<file path="src/rtl/core/tcc_addr_unit.sv">
// Shared address unit: maps a logical row and column to a map address.
// The logical row is rotated by the scroll base, modulo the row count.
// Depends on nothing outside its parameters.
module tcc_addr_unit #(
  parameter int ROWS     = 20,
  parameter int MAP_COLS = 32,
  localparam int RW  = $clog2(ROWS),
  localparam int MCW = $clog2(MAP_COLS),
  localparam int AW  = $clog2(ROWS * MAP_COLS)
) (
  input  logic [RW-1:0]  row,
  input  logic [MCW-1:0] col,
  input  logic [RW-1:0]  base,
  output logic [AW-1:0]  addr
);

  localparam logic [RW:0]   ROWS_W     = (RW+1)'(ROWS);
  localparam logic [AW-1:0] MAP_COLS_A = AW'(MAP_COLS);

  logic [RW:0]   phys_sum;
  logic [RW-1:0] phys_row;

  always_comb begin
    phys_sum = {1'b0, row} + {1'b0, base};
    if (phys_sum >= ROWS_W) begin
      phys_sum = phys_sum - ROWS_W;
    end
    phys_row = phys_sum[RW-1:0];
    addr     = AW'(phys_row) * MAP_COLS_A + AW'(col);
  end

endmodule

</file>
<file path="config.mk">
export PLATFORM = sky130hd
export DESIGN_NAME = tcc_addr_unit
export DESIGN_NICKNAME = d
export VERILOG_FILES = /design/src/rtl/core/tcc_addr_unit.sv
export SDC_FILE = /design/constraint.sdc
export NUM_CORES = 1
export LEC_CHECK = 0
export BUFFER_PORTS_ARGS = -buffer_cell sky130_fd_sc_hd__clkbuf_2
export CORE_AREA = 2 2 39 41
export DETAILED_ROUTE_END_ITERATION = 7
export DIE_AREA = 0 0 41 43
export GPL_TIMING_DRIVEN = 0
export PLACE_DENSITY = 0.58
export SLEW_MARGIN = 20
export SYNTH_ARGS = -nofsm -noshare
export SYNTH_HDL_FRONTEND = slang
export SYNTH_SLANG_ARGS = --single-unit
</file>
<file path="constraint.sdc">
create_clock -name vclk -period 3.08
set_input_delay 0.308 -clock vclk [all_inputs]
set_output_delay 0.308 -clock vclk [all_outputs]
set_load 0.005 [all_outputs]
</file>
==> impl_results.md <==
- Total grt overflow: 0
- Comb power frac: 100.0%
- Worst Max-Slew Pin Slew: 0.308 ns
- GRT Util Overall: 7.30%
- Static leakage: around 0.24 nW
- Cell area after synthesis: about 300 µm²
- Post-Syn Nets: 58
- Vias in the first global route: roughly 270
- Fmax: 350 MHz
- Sw power: roughly 0.048 mW
- Post-Syn Instances: 35
- Vert. Die Dim: 43 µm
- FP Rows: 14
- Arr. time, crit path: around 2.6 ns
- Post-synth cell types: 18
- DRC: 0
- Area leader, netlist: ha_1
- Hold endpoint: addr[1]
- Outcome: complete, no violations
- # setup viols final: 0
- Startpoint Class: input port
- Synth top area share: between 20% and 30%
- Antenna violations before repair: 0
- CP Cell Sequence: clkbuf_2 > ha_1 > fa_1 > xor2_1 > ha_1 > or3b_2 > a32oi_1 > a211oi_2 > xnor2_1 > clkbuf_2
- Worst-path fanout max: 3
- CP required: roughly 2.8 ns
- First-pass GRT wire length: 986 µm
- Hold WC Path Type: in -> out
- Storage element area: 0 µm²
- Port bufs: 20
- Final wirelength: ~580 µm
- Final period util: slightly above 90%
- Slowest-stage cell, CP: or3b_2
- Share of layout cells above drive strength 1: approximately half
- Max IR drop VDD: between 100 and 150 µV
- Final Critical Period: approximately 2.9 ns
- RSZ-0062 raised after global routing: no
- Via Count: 310
- Area contributors post-synth: ha_1 30%, buf_4 13%, fa_1 6.8%
- Seq_cells: 0
- Layout Nets: 80
- Most frequent cells in the layout: 20 x clkbuf_2, 7 x ha_1, 5 x buf_4
- Iteration-0 DRC Markers: 4
- Die W: about 41 µm
- GP Congestion: approximately 0.68
- Crit end category: primary output
- Antenna cells: 0
- DR WL/cell: 8.17 µm
- Die Area: between 0.0015 and 0.002 mm²
- CTS resizes: 0
- Yosys warnings: 0
- Core Region: ~0.0014 mm²
- Sequential group share of total power: 0%
- Final Max Slew Viols: 0
- DRT Pass-1 Iters: 4
- Seq/Total Area, Yosys: 0%
- Largest net degree at the start of global routing: 6
- Most common cell after layout, fill and taps aside: clkbuf_2
- Pint: roughly 0.054 mW
- Worst Hold Depth: 2
- Critical path class: in -> out
- Max_cap viols: 0
- Hold WS: ~0.78 ns
- Area delta synth->final: 40.7%
- Initial Util: about a fifth
- Slew margin rel.: around four fifths
- Syn_area_per_cell: around 8.4 µm²
- Clock Power Share: 0%
- Hold buffers post-CTS: 0
- Setup TNS: 0 ns
- Worst hold start: col[1]
- Max stage delay on crit path: around 0.43 ns
- Number of vias per cell: about 4.4
- Final hold violation count: 0
- Power per Cell Area: approximately 240 mW/mm²
- Detail Route Antenna Nets: 0
- CLK BUF: 0
- IO Pins: 25
- Switching share of power: 47.0%
- Postcts setup bufs: 0
## area by class of cell
class / count / area [µm²]
Tap cell: 16 / 20.0
Buffer: 5 / 37.5
Inverter: 2 / 7.51
Fill cell: 159 / 968
Multi-Input combinational cell: 28 / 250
Timing Repair Buffer: 20 / 100
## how the worst max path moves through the flow
| stage | start | endpoint | slack (ns) | cells past startpoint |
|---|---|---|---|---|
| global route | row[2] | addr[9] | 0.01 | 11 |
| CTS | row[0] | addr[9] | 0.20 | 10 |
| detailed placement | row[0] | addr[9] | 0.20 | 10 |
| floorplan | row[0] | addr[9] | 0.52 | 8 |
| global placement | row[0] | addr[9] | 0.20 | 10 |
| finish | row[0] | addr[7] | 0.22 | 10 |
## cells in the mapped netlist, drive strengths merged
cell / n
nand2: 2
nand3: 3
xor2: 1
mux2i: 1
a32oi: 1
o21ai: 1
a21oi: 2
ha: 7
buf: 5
or3b: 1
xnor2: 2
a211oi: 1
inv: 2
fa: 1
or2: 1
a21o: 3
a211o: 1
## cells by family after synthesis
family	share of synthesized area, %
simple gates	12.7
mux	3.39
fa+ha+maj	36.4
compound gates	23.3
buf+inv	15.3
xor+xnor	8.90
## worst max-delay path, delay by kind of cell
| family | cells | cell delay, ns |
|---|---|---|
| AND/OR/NAND/NOR | 1 | 0.43 |
| buffers and inverters | 2 | 0.22 |
| XOR/XNOR | 2 | 0.45 |
| AO/OA/AOI/OAI | 2 | 0.33 |
| adder cells (fa/ha/maj) | 3 | 0.81 |
## routing by layer
layer,GRT usage (%),routed length [µm],part of all wire [%]
met1,8.89,231,40
met4,0,0,0
met2,13.8,295,51
met3,0.524,53,9.1
met5,0,0,0
## through the flow
step	instances	power (mW)	area, µm²	setup slack, ns	util, %
3_5_place_dp	71	0.103	415	0.195	30.0
3_3_place_gp	71	0.101	415	0.204	30.0
5_1_grt	71	0.116	415	0.0104	30.0
6_report	71	0.102	415	0.220	30.0
4_1_cts	71	0.104	415	0.195	30.0
2_1_floorplan	35	0.0671	295	0.523	-
## power by group through the flow
stage	clock [mW]	sequential (mW)	combinational, mW
finish	0	0	0.102
global route	0	0	0.116
CTS	0	0	0.104
detailed placement	0	0	0.103
global placement	0	0	0.101
floorplan	0	0	0.0671
Power figures use the tool's default switching activity.
